### config.mk
export PLATFORM = sky130hd
export DESIGN_NAME = thermostat_compressor_controller
export DESIGN_NICKNAME = d
export VERILOG_FILES = /design/src/hw/rtl/tcc_pkg.sv /design/src/hw/rtl/thermostat_compressor_controller.sv /design/src/hw/rtl/tcc_csr.sv /design/src/hw/rtl/tcc_core.sv
export VERILOG_INCLUDE_DIRS = /design/src /design/src/hw/rtl
export SDC_FILE = /design/constraint.sdc
export NUM_CORES = 1
export LEC_CHECK = 0
export ABC_AREA = 1
export BUFFER_PORTS_ARGS = -buffer_cell sky130_fd_sc_hd__buf_2
export CORE_ASPECT_RATIO = 0.6
export CORE_MARGIN = 2
export CORE_UTILIZATION = 40
export DETAILED_ROUTE_END_ITERATION = 8
export HOLD_SLACK_MARGIN = 0.08
export MAX_ROUTING_LAYER = met4
export PLACE_DENSITY = 0.58
export REMOVE_ABC_BUFFERS = 1
export SLEW_MARGIN = 20
export SYNTH_ARGS = -nofsm -noshare
export SYNTH_HDL_FRONTEND = slang
export SYNTH_SLANG_ARGS = --single-unit
### constraint.sdc
create_clock -name clock -period 7.13 [get_ports clock]
set_input_delay 0.713 -clock clock [delete_from_list [all_inputs] [get_ports clock]]
set_output_delay 0.713 -clock clock [all_outputs]
set_load 0.005 [all_outputs]
### src/hw/rtl/thermostat_compressor_controller_macros.svh
// ----------------------------------------------------------------------------
// Thermostat compressor controller assertion macros
// Concurrent assertion helpers shared by the controller RTL files.
// ----------------------------------------------------------------------------
`ifndef THERMOSTAT_COMPRESSOR_CONTROLLER_MACROS_SVH
`define THERMOSTAT_COMPRESSOR_CONTROLLER_MACROS_SVH

`ifndef ASSERT_OFF

`define TCC_ASSERT_ALWAYS(name, clk, rst, expr) \
   name: assert property (@(posedge clk) disable iff (rst) (expr)) \
      else $error("assertion failed");

`define TCC_ASSERT_IMPLY(name, clk, rst, ante, cons) \
   name: assert property (@(posedge clk) disable iff (rst) (ante) |-> (cons)) \
      else $error("assertion failed");

`define TCC_ASSERT_NEXT(name, clk, rst, ante, cons) \
   name: assert property (@(posedge clk) disable iff (rst) (ante) |=> (cons)) \
      else $error("assertion failed");

`else

`define TCC_ASSERT_ALWAYS(name, clk, rst, expr)
`define TCC_ASSERT_IMPLY(name, clk, rst, ante, cons)
`define TCC_ASSERT_NEXT(name, clk, rst, ante, cons)

`endif

`endif

### src/hw/rtl/tcc_pkg.sv
// ----------------------------------------------------------------------------
// Thermostat compressor controller package
// Transfer types, configuration layout, codes and the BCD helper functions.
// ----------------------------------------------------------------------------
`default_nettype none

package tcc_pkg;

   localparam int CsrIndexWidth = 3;
   localparam int CsrDataWidth  = 24;
   localparam int CmpWidth      = 13;

   localparam logic [1:0] CMD_SAMPLE = 2'd0;
   localparam logic [1:0] CMD_TICK   = 2'd1;
   localparam logic [1:0] CMD_UP     = 2'd2;
   localparam logic [1:0] CMD_DOWN   = 2'd3;

   localparam logic [1:0] PH_IDLE = 2'd0;
   localparam logic [1:0] PH_RUN  = 2'd1;
   localparam logic [1:0] PH_LOCK = 2'd2;

   localparam logic [CsrIndexWidth-1:0] REG_HYSTERESIS      = 3'd0;
   localparam logic [CsrIndexWidth-1:0] REG_MAX_RUN_SAMPLES = 3'd1;
   localparam logic [CsrIndexWidth-1:0] REG_LOCKOUT_TICKS   = 3'd2;
   localparam logic [CsrIndexWidth-1:0] REG_SETPOINT_MIN    = 3'd3;
   localparam logic [CsrIndexWidth-1:0] REG_SETPOINT_MAX    = 3'd4;

   localparam logic [7:0]  HYSTERESIS_RESET      = 8'd16;
   localparam logic [15:0] MAX_RUN_SAMPLES_RESET = 16'd18000;
   localparam logic [23:0] LOCKOUT_TICKS_RESET   = 24'd1738260;
   localparam logic [6:0]  SETPOINT_MIN_RESET    = 7'd6;
   localparam logic [6:0]  SETPOINT_MAX_RESET    = 7'd25;
   localparam logic [6:0]  SETPOINT_RESET        = 7'd13;

   typedef struct packed {
      logic [1:0]         command;
      logic signed [11:0] sample;
   } req_type;

   typedef struct packed {
      logic       compressor_on;
      logic [1:0] phase;
      logic [3:0] setpoint_tens;
      logic [3:0] setpoint_units;
      logic       run_timed_out;
   } rsp_type;

   typedef struct packed {
      logic [7:0]  hysteresis;
      logic [15:0] max_run_samples;
      logic [23:0] lockout_ticks;
      logic [6:0]  setpoint_min;
      logic [6:0]  setpoint_max;
   } cfg_type;

   // Division by ten through a reciprocal multiply; exact for all 7-bit values.
   function automatic logic [3:0] bcd_tens(input logic [6:0] value);
      logic [14:0] prod;
      prod = {8'b0, value} * 15'd205;
      return prod[14:11];
   endfunction

   function automatic logic [3:0] bcd_units(input logic [6:0] value);
      logic [6:0] tens_x10;
      logic [6:0] diff;
      tens_x10 = {3'b0, bcd_tens(value)} * 7'd10;
      diff = value - tens_x10;
      return diff[3:0];
   endfunction

endpackage

`default_nettype wire

### src/hw/rtl/thermostat_compressor_controller.sv
// Input and result registers lie between an input transfer and its result.
// Throughput: one item per cycle unless the output stalls; the state update is a single
// compare and counter step. An item waits in the input register behind a stalled result;
// a waiting result blocks the next input transfer only while the input register is full.
// Reset is synchronous and active high; it loads the configuration reset values,
// sets the setpoint to 13 and the phase to idle, and empties both registers.
// ----------------------------------------------------------------------------
// Thermostat compressor controller
// Hysteresis thermostat with run limit, lockout and BCD setpoint display.
// ----------------------------------------------------------------------------
`default_nettype none

`include "thermostat_compressor_controller_macros.svh"

module thermostat_compressor_controller (
   input  wire logic                              clock,
   input  wire logic                              reset,
   input  wire logic                              req_valid,
   output logic                                   req_stall,
   input  wire tcc_pkg::req_type                  req_payload,
   output logic                                   rsp_valid,
   input  wire logic                              rsp_stall,
   output tcc_pkg::rsp_type                       rsp_payload,
   input  wire logic                              csr_write_enable,
   input  wire logic [tcc_pkg::CsrIndexWidth-1:0] csr_index,
   input  wire logic [tcc_pkg::CsrDataWidth-1:0]  csr_wdata
);

   tcc_pkg::cfg_type cfg;
   tcc_pkg::req_type in_item_ff;
   tcc_pkg::rsp_type out_item_ff;
   tcc_pkg::rsp_type core_result;
   logic             in_valid_ff;
   logic             in_valid_in;
   logic             out_valid_ff;
   logic             out_valid_in;
   logic             out_free;
   logic             advance;
   logic             accept;

   tcc_csr u_csr (
      .clock            (clock),
      .reset            (reset),
      .csr_write_enable (csr_write_enable),
      .csr_index        (csr_index),
      .csr_wdata        (csr_wdata),
      .cfg              (cfg)
   );

   tcc_core u_core (
      .clock  (clock),
      .reset  (reset),
      .fire   (advance),
      .item   (in_item_ff),
      .cfg    (cfg),
      .result (core_result)
   );

   assign out_free  = !out_valid_ff || !rsp_stall;
   assign advance   = in_valid_ff && out_free;
   assign req_stall = in_valid_ff && !out_free;
   assign accept    = req_valid && !req_stall;

   always_comb begin
      in_valid_in = in_valid_ff;
      if (!in_valid_ff || out_free) begin
         in_valid_in = req_valid;
      end
      out_valid_in = out_valid_ff;
      if (out_free) begin
         out_valid_in = in_valid_ff;
      end
   end

   always_ff @(posedge clock) begin
      if (reset) begin
         in_valid_ff  <= 1'b0;
         out_valid_ff <= 1'b0;
      end else begin
         in_valid_ff  <= in_valid_in;
         out_valid_ff <= out_valid_in;
      end
   end

   always_ff @(posedge clock) begin
      if (accept) begin
         in_item_ff <= req_payload;
      end
      if (advance) begin
         out_item_ff <= core_result;
      end
   end

   assign rsp_valid   = out_valid_ff;
   assign rsp_payload = out_item_ff;

   `TCC_ASSERT_IMPLY(a_drive_matches_phase, clock, reset, rsp_valid, rsp_payload.compressor_on == (rsp_payload.phase == tcc_pkg::PH_RUN))
   `TCC_ASSERT_IMPLY(a_units_digit_range, clock, reset, rsp_valid, rsp_payload.setpoint_units <= 4'd9)
   `TCC_ASSERT_IMPLY(a_stall_only_when_full, clock, reset, req_stall, in_valid_ff && out_valid_ff)

endmodule

`default_nettype wire

### src/hw/rtl/tcc_csr.sv
// ----------------------------------------------------------------------------
// Thermostat compressor controller configuration registers
// Holds the five control registers written through the plain write port.
// ----------------------------------------------------------------------------
`default_nettype none

module tcc_csr (
   input  wire logic                                clock,
   input  wire logic                                reset,
   input  wire logic                                csr_write_enable,
   input  wire logic [tcc_pkg::CsrIndexWidth-1:0]   csr_index,
   input  wire logic [tcc_pkg::CsrDataWidth-1:0]    csr_wdata,
   output tcc_pkg::cfg_type                         cfg
);

   tcc_pkg::cfg_type cfg_ff;
   tcc_pkg::cfg_type cfg_in;

   always_comb begin
      cfg_in = cfg_ff;
      if (csr_write_enable) begin
         unique case (csr_index)
            tcc_pkg::REG_HYSTERESIS:      cfg_in.hysteresis      = csr_wdata[7:0];
            tcc_pkg::REG_MAX_RUN_SAMPLES: cfg_in.max_run_samples = csr_wdata[15:0];
            tcc_pkg::REG_LOCKOUT_TICKS:   cfg_in.lockout_ticks   = csr_wdata[23:0];
            tcc_pkg::REG_SETPOINT_MIN:    cfg_in.setpoint_min    = csr_wdata[6:0];
            tcc_pkg::REG_SETPOINT_MAX:    cfg_in.setpoint_max    = csr_wdata[6:0];
            default:                      cfg_in = cfg_ff;
         endcase
      end
   end

   always_ff @(posedge clock) begin
      if (reset) begin
         cfg_ff.hysteresis      <= tcc_pkg::HYSTERESIS_RESET;
         cfg_ff.max_run_samples <= tcc_pkg::MAX_RUN_SAMPLES_RESET;
         cfg_ff.lockout_ticks   <= tcc_pkg::LOCKOUT_TICKS_RESET;
         cfg_ff.setpoint_min    <= tcc_pkg::SETPOINT_MIN_RESET;
         cfg_ff.setpoint_max    <= tcc_pkg::SETPOINT_MAX_RESET;
      end else begin
         cfg_ff <= cfg_in;
      end
   end

   assign cfg = cfg_ff;

endmodule

`default_nettype wire

### src/hw/rtl/tcc_core.sv
// ----------------------------------------------------------------------------
// Thermostat compressor controller core
// Setpoint, phase and counter state with the event update applied on each fired item.
// ----------------------------------------------------------------------------
`default_nettype none

`include "thermostat_compressor_controller_macros.svh"

module tcc_core (
   input  wire logic                  clock,
   input  wire logic                  reset,
   input  wire logic                  fire,
   input  wire tcc_pkg::req_type      item,
   input  wire tcc_pkg::cfg_type      cfg,
   output tcc_pkg::rsp_type           result
);

   logic [6:0]  setpoint_ff;
   logic [6:0]  setpoint_in;
   logic [1:0]  phase_ff;
   logic [1:0]  phase_in;
   logic [15:0] run_left_ff;
   logic [15:0] run_left_in;
   logic [23:0] lockout_left_ff;
   logic [23:0] lockout_left_in;

   logic signed [tcc_pkg::CmpWidth-1:0] temp;
   logic signed [tcc_pkg::CmpWidth-1:0] sp16;
   logic signed [tcc_pkg::CmpWidth-1:0] hy;
   logic signed [tcc_pkg::CmpWidth-1:0] upper;
   logic signed [tcc_pkg::CmpWidth-1:0] lower;
   logic        timed_out;
   logic        end_run;
   logic        is_run;
   logic        is_lock;

   assign temp  = {item.sample[11], item.sample};
   assign sp16  = {2'b00, setpoint_ff, 4'b0000};
   assign hy    = {5'b00000, cfg.hysteresis};
   assign upper = sp16 + hy;
   assign lower = sp16 - hy;

   assign is_run  = (phase_ff == tcc_pkg::PH_RUN);
   assign is_lock = (phase_ff == tcc_pkg::PH_LOCK);

   always_comb begin
      setpoint_in     = setpoint_ff;
      phase_in        = phase_ff;
      run_left_in     = run_left_ff;
      lockout_left_in = lockout_left_ff;
      timed_out       = 1'b0;
      end_run         = 1'b0;
      unique case (item.command)
         tcc_pkg::CMD_SAMPLE: begin
            if (is_run) begin
               if (run_left_ff <= 16'd1) begin
                  timed_out = 1'b1;
                  end_run   = 1'b1;
               end else begin
                  run_left_in = run_left_ff - 16'd1;
                  end_run     = (temp <= lower);
               end
            end else if (!is_lock) begin
               if (temp > upper) begin
                  phase_in    = tcc_pkg::PH_RUN;
                  run_left_in = cfg.max_run_samples;
               end
            end
         end
         tcc_pkg::CMD_TICK: begin
            if (is_lock) begin
               if (lockout_left_ff <= 24'd1) begin
                  lockout_left_in = '0;
                  phase_in        = tcc_pkg::PH_IDLE;
               end else begin
                  lockout_left_in = lockout_left_ff - 24'd1;
               end
            end
         end
         tcc_pkg::CMD_UP: begin
            if (setpoint_ff < cfg.setpoint_max) begin
               setpoint_in = setpoint_ff + 7'd1;
            end
         end
         tcc_pkg::CMD_DOWN: begin
            if (setpoint_ff > cfg.setpoint_min) begin
               setpoint_in = setpoint_ff - 7'd1;
            end
         end
      endcase
      if (end_run) begin
         run_left_in = '0;
         if (cfg.lockout_ticks == 24'd0) begin
            phase_in        = tcc_pkg::PH_IDLE;
            lockout_left_in = '0;
         end else begin
            phase_in        = tcc_pkg::PH_LOCK;
            lockout_left_in = cfg.lockout_ticks;
         end
      end
   end

   always_ff @(posedge clock) begin
      if (reset) begin
         setpoint_ff     <= tcc_pkg::SETPOINT_RESET;
         phase_ff        <= tcc_pkg::PH_IDLE;
         run_left_ff     <= '0;
         lockout_left_ff <= '0;
      end else if (fire) begin
         setpoint_ff     <= setpoint_in;
         phase_ff        <= phase_in;
         run_left_ff     <= run_left_in;
         lockout_left_ff <= lockout_left_in;
      end
   end

   always_comb begin
      result.compressor_on  = (phase_in == tcc_pkg::PH_RUN);
      result.phase          = (phase_in == tcc_pkg::PH_RUN || phase_in == tcc_pkg::PH_LOCK) ?
                              phase_in : tcc_pkg::PH_IDLE;
      result.setpoint_tens  = tcc_pkg::bcd_tens(setpoint_in);
      result.setpoint_units = tcc_pkg::bcd_units(setpoint_in);
      result.run_timed_out  = timed_out;
   end

   `TCC_ASSERT_ALWAYS(a_lockout_count_in_lock, clock, reset, (lockout_left_ff != 24'd0) == is_lock)
   `TCC_ASSERT_IMPLY(a_run_count_in_run, clock, reset, run_left_ff != 16'd0, is_run)
   `TCC_ASSERT_NEXT(a_timeout_stops_run, clock, reset, fire && timed_out, !is_run)

endmodule

`default_nettype wire
==> metrics.txt, run 1 <==
P&R area growth vs syn 12.8%; share of cells above drive strength 1 12.3%; Synth top area share 25.0%; Leak 4.88 nW; Avg Cell Area, Syn 7.56 µm²; first-pass GRT wire length 39000 µm; Layout Skew 11.1 ps; largest net degree at the start of global routing 91; Final Cycle Share 85.9%; Die W 198 µm; CTS Hold Bufs 0; area leader, netlist dfxtp_1; initial core utilization 40.8%; Buf/Inv on CP 10; synth warn 0; CP top delay family adder cells; CTS resizes 0; CP Data Arrival Time 6330 ps; routed length per instance 15.3 µm; buffer depth of the longest clock path 2; drt first-iter violations ~630; Hold Path Depth 1; RSZ-0062 raised after global routing false; grt total ovfl 0; drt pass-1 iters 5; Final Hold Fails 0; DRC Markers 0; CTS tree yes; GRT Total Usage 21.9%; WHS Endpoint in_item_ff[0]; initial antenna violation count 0; number of I/O pins 60; DP HPWL 17700 µm; Die Area approximately 24000 µm²; H-tree levels 4; vias in the first global route 7283; Slew headroom 42.4%; CP dominant cell by count nand2_1; Worst R2R Setup Slack approximately 1000 ps; Worst-Skew Late Latency 440 ps; Worst R2R Start u_core.setpoint_ff[0]; fmax about 160 MHz; Setup crit end kind flip-flop; Final Critical Period 6130 ps; Worst Reg-to-Reg Cells 37; FF+latch count, synth 139; # clock sinks 139; setup TNS 0 ps; Peak VDD IR 0.175 mV; final wirelength 23800 µm; min-delay src req_payload[0]; Diodes inserted 0; core box area 22100 µm²; clock-pin slew on the worst setup and hold paths 60 ps; port buffer count 59; TritonCTS Buffers 17; Worst EP required roughly 7300 ps; Synth Instances 1196; slowest CP cell dfxtp_1; FP Rows 42; Die Ht 120 µm; Seq/Total Area, Yosys 33.7%; Area contributors post-synth dfxtp_1 (25%), ha_1 (12%), edfxtp_1 (8.6%), inv_1 (7.9%), a21oi_1 (6.0%); routed via count 7738; max-cap violation count 0; r2r endpoint rsp_payload[4]; CP Max Fanout 10; post-route ant nets 0; final net count ~1.4k; Power Total roughly 2.5 mW; max-slew violations 0; WS Path Type reg2reg; Worst-Margin Slew 865 ps; Vias/cell approximately 5; Power Dens Cells 245 nW/µm²; final number of setup-violating endpoints 0; clock root cell clkbuf_16; Util after Layout between 40% and 50%; Placer Congestion 0.866; status completed; HP Class in2reg; Post-CTS Setup Repair Bufs 0; startpoint types flip-flop; mapped cell area 9040 µm²; Slowest Stage Delay on Critical Path 610 ps; Distinct cells, synth 50
## cells in the final DEF, fill, tap and decap left out, types with 8 or more instances in the layout
cell / n
xnor2_1: 14
dfxtp_1: 113
nand2_1: 145
inv_1: 189
edfxtp_1: 26
buf_2: 59
nor2_2: 8
nor4_1: 10
clkbuf_16: 17
nor2_1: 115
xor2_1: 34
nand2_2: 10
a21oi_1: 109
o211ai_1: 16
fa_1: 10
o21ai_0: 100
inv_2: 15
nand3_1: 53
o21ai_1: 8
nor3_1: 15
nand4_1: 13
o22ai_1: 18
ha_1: 86
## worst max-delay path by stage
| stage | startpoint | end | slack (ps) | depth (start not counted) |
|---|---|---|---|---|
| 3_5_place_dp | u_core.setpoint_ff[6] | rsp_payload[4] | 1070 | 35 |
| 3_3_place_gp | u_core.setpoint_ff[6] | rsp_payload[4] | 1090 | 35 |
| 5_1_grt | u_core.setpoint_ff[0] | rsp_payload[4] | 490 | 37 |
| 4_1_cts | u_core.setpoint_ff[0] | rsp_payload[4] | 1050 | 37 |
| 2_1_floorplan | u_core.setpoint_ff[6] | rsp_payload[4] | 1650 | 35 |
| 6_report | u_core.setpoint_ff[0] | rsp_payload[4] | 1000 | 37 |
## metal layers
metal | up-vias | wire, µm | track usage, %
li1 | 4042 | - | -
met1 | 3501 | 13600 | 34.9
met2 | 187 | 8660 | 27.1
met3 | 8 | 1400 | 5.55
met4 | 0 | 104 | 3.38
met5 | - | 0 | -
## cell usage after synthesis (all sizes together)
cell type / number
fa: 10
o32ai: 1
a21o: 1
nand3: 58
clkbuf: 25
a31o: 1
o31ai: 2
nand4: 14
a211oi: 4
nor4: 10
o21a: 5
buf: 15
o2111ai: 1
inv: 203
nor2: 127
nand2: 158
o211ai: 16
ha: 86
clkinv: 2
o311ai: 1
a31oi: 2
nand3b: 4
xnor2: 14
o21ai: 108
xor2: 34
o22ai: 19
o21bai: 1
o211a: 1
a21oi: 111
edfxtp: 26
a2111oi: 1
dfxtp: 113
nor3: 17
o31a: 1
or2: 4
## metrics by stage
stage	area [µm²]	cells	hold WS, ps	setup slack [ps]
after floorplan	8850	1156	427	1650
final	10200	1561	446	1000
after CTS	10200	1560	429	1050
after global placement	9560	1528	445	1090
after detailed placement	9560	1528	453	1070
after global routing	10200	1561	427	493
## logic make-up after synthesis
logic type	synth area share, %
AOI/OAI and AO/OA	17.1
and+or+nand+nor	19.8
DFF	33.7
xor gates and xnor gates	4.65
adders and majority gates	14.1
buffers and inverters	10.6
## sequential cells by signal, indices dropped and copies added, names as in the netlist
name	cells
in_item_ff	14
in_valid_ff	1
rsp_payload	12
rsp_valid	1
u_core.lockout_left_ff	24
u_core.phase_ff	2
u_core.run_left_ff	16
u_core.setpoint_ff	7
u_csr.cfg	62
## power by group
| group | switching (mW) | internal, mW | leakage, nW |
|---|---|---|---|
| logic | 0.446 | 0.268 | 3.42 |
| registers | 0.0321 | 0.851 | 1.17 |
| clock network | 0.366 | 0.531 | 0.289 |
## cell type report
class	count	area, µm²
sequential	139	3040
tap	308	385
clock inverter	12	139
fill	2218	11900
inverter	205	769
timing repair buffer	65	360
multi-input combinational	812	5040
clock buffer	20	450
No activity file was read; power rests on OpenSTA's default activity.
==> run 2: changes to the inputs <==
--- a/config.mk
+++ b/config.mk
@@ -8,6 +8,7 @@
 export LEC_CHECK = 0
 export ABC_AREA = 1
 export BUFFER_PORTS_ARGS = -buffer_cell sky130_fd_sc_hd__buf_2
+export CAP_MARGIN = 20
 export CORE_ASPECT_RATIO = 0.6
 export CORE_MARGIN = 2
 export CORE_UTILIZATION = 40
@@ -15,6 +16,7 @@
 export HOLD_SLACK_MARGIN = 0.08
 export MAX_ROUTING_LAYER = met4
 export PLACE_DENSITY = 0.58
+export RECOVER_POWER = 100
 export REMOVE_ABC_BUFFERS = 1
 export SLEW_MARGIN = 20
 export SYNTH_ARGS = -nofsm -noshare
==> metrics.txt, run 2 (synthesis gave the netlist of run 1 again) <==
final wirelength 23800 µm; Final Critical Period 6280 ps; WHS Endpoint in_item_ff[0]; # clock sinks 139; final net count 1382; r2r endpoint rsp_payload[4]; Diodes inserted 0; Peak VDD IR between 0.15 and 0.2 mV; Worst R2R Setup Slack roughly 850 ps; port buffer count a little under 60; Worst EP required 7330 ps; Setup crit end kind flip-flop; Die W around 200 µm; initial core utilization 40.8%; startpoint types flip-flop; initial antenna violation count 0; Hold Path Depth 1; Final Hold Fails 0; routed via count 7760; share of cells above drive strength 1 around 10%; drt first-iter violations 560; CP Data Arrival Time around 6500 ps; number of I/O pins 60; fmax ~160 MHz; DRC Markers 0; core box area 22100 µm²; Die Ht 120 µm; max reg flops 62; Power Total 2.49 mW; final number of setup-violating endpoints 0; Layout Skew between 8 and 9 ps; status finished, violations left; vias in the first global route 7283; clock root cell clkbuf_16; max-slew violations 95; min-delay src req_payload[0]; Placer Congestion approximately 0.87; Worst Reg-to-Reg Cells 37; FP Rows between 40 and 50; HP Class in2reg; first-pass GRT wire length between 30000 and 40000 µm; worst hold slack 447 ps; Leak 4.84 nW; Die Area 23800 µm²; setup TNS 0 ps; Post-CTS Setup Repair Bufs 0; most common cell after layout, fill and taps aside inv_1; Final Cycle Share 88.1%; clock-pin slew on the worst setup and hold paths 70 ps; buffer depth of the longest clock path 2; fin area 10100 µm²; grt total ovfl 0; Slew headroom -137%; CTS resizes 0; CTS tree yes; H-tree levels 4; Worst R2R Start u_core.setpoint_ff[0]; RSZ-0062 raised after global routing false; failing checks capacitance limit, slew limit; GRT Total Usage 21.9%; Vias/cell ~5.0; DP HPWL 17700 µm; largest net degree at the start of global routing 91; routed length per instance 15.3 µm; Power Dens Cells 246 nW/µm²; WS Path Type reg2reg; Worst-Skew Late Latency between 400 and 500 ps; CP Max Fanout 10; P&R area growth vs syn 12.0%; post-route ant nets 0; dpl cell area roughly 9600 µm²; CP dominant cell by count nand2_1; max-cap violation count 2; Slowest Stage Delay on Critical Path 580 ps; TritonCTS Buffers 17; Worst-Margin Slew 3550 ps; drt pass-1 iters 5; most frequent cells in the layout inv_1 (192), nand2_1 (150), nor2_1 (116), dfxtp_1 (113), a21oi_1 (110); worst setup path start u_core.setpoint_ff[0]; slowest CP cell dfxtp_1; CTS Hold Bufs 0; Fillers roughly 2.2k
-- run 2: cell types whose count changed in the layout (fill, tap and decap cells not counted), sizes merged --
cell | previous run | this run
inv | 207 | 206
clkbuf | 20 | 33
clkinv | 7 | 8
buf | 65 | 52
-- run 2: worst max-delay path by stage --
stage / slack [ps] / cells past startpoint / to
2_1_floorplan: 1650 / 35 / rsp_payload[4]
3_3_place_gp: 1090 / 35 / rsp_payload[4]
3_5_place_dp: 1070 / 35 / rsp_payload[4]
4_1_cts: 1050 / 37 / rsp_payload[4]
5_1_grt: 270 / 37 / rsp_payload[4]
6_report: 850 / 37 / rsp_payload[4]
-- run 2: critical path: cells and delay by family, from the launching register on --
| family | cells | cell delay [ps] |
|---|---|---|
| xor+xnor | 1 | 250 |
| simple gates | 17 | 1390 |
| buf+inv | 10 | 790 |
| compound gates | 1 | 340 |
| fa+ha+maj | 8 | 2680 |
| flops | 1 | 580 |
-- run 2: layout make-up --
| cell class | count | area, µm² | share of cell area [%] |
|---|---|---|---|
| multi-input combinational | 812 | 5000 | 49.4 |
| timing repair buffer | 65 | 339 | 3.35 |
| clock inverter | 12 | 139 | 1.37 |
| inverter | 205 | 769 | 7.60 |
| clock buffer | 20 | 450 | 4.45 |
| tap | 308 | 385 | 3.81 |
| sequential | 139 | 3040 | 30.1 |
-- run 2: metal layers --
| layer | vias to the layer above | track usage [%] | part of all wire (%) |
|---|---|---|---|
| met5 | - | - | 0 |
| met4 | 0 | 3.38 | 0.44 |
| met3 | 8 | 5.55 | 6.4 |
| met2 | 205 | 27.1 | 36 |
| met1 | 3499 | 34.9 | 57 |
| li1 | 4048 | - | - |
-- run 2: stage by stage --
stage | worst slack [ps] | instances | utilization (%)
finish | 851 | 1561 | 45.8
global route | 271 | 1561 | 45.8
CTS | 1050 | 1560 | 45.9
detailed placement | 1070 | 1528 | 43.2
global placement | 1090 | 1528 | 43.2
floorplan | 1650 | 1156 | -
-- run 2: power by group --
part	switching (mW)	internal [mW]	leakage (nW)
Clock	0.370	0.531	0.289
Sequential	0.0321	0.851	1.17
Combinational	0.440	0.264	3.38
Total	0.842	1.65	4.84
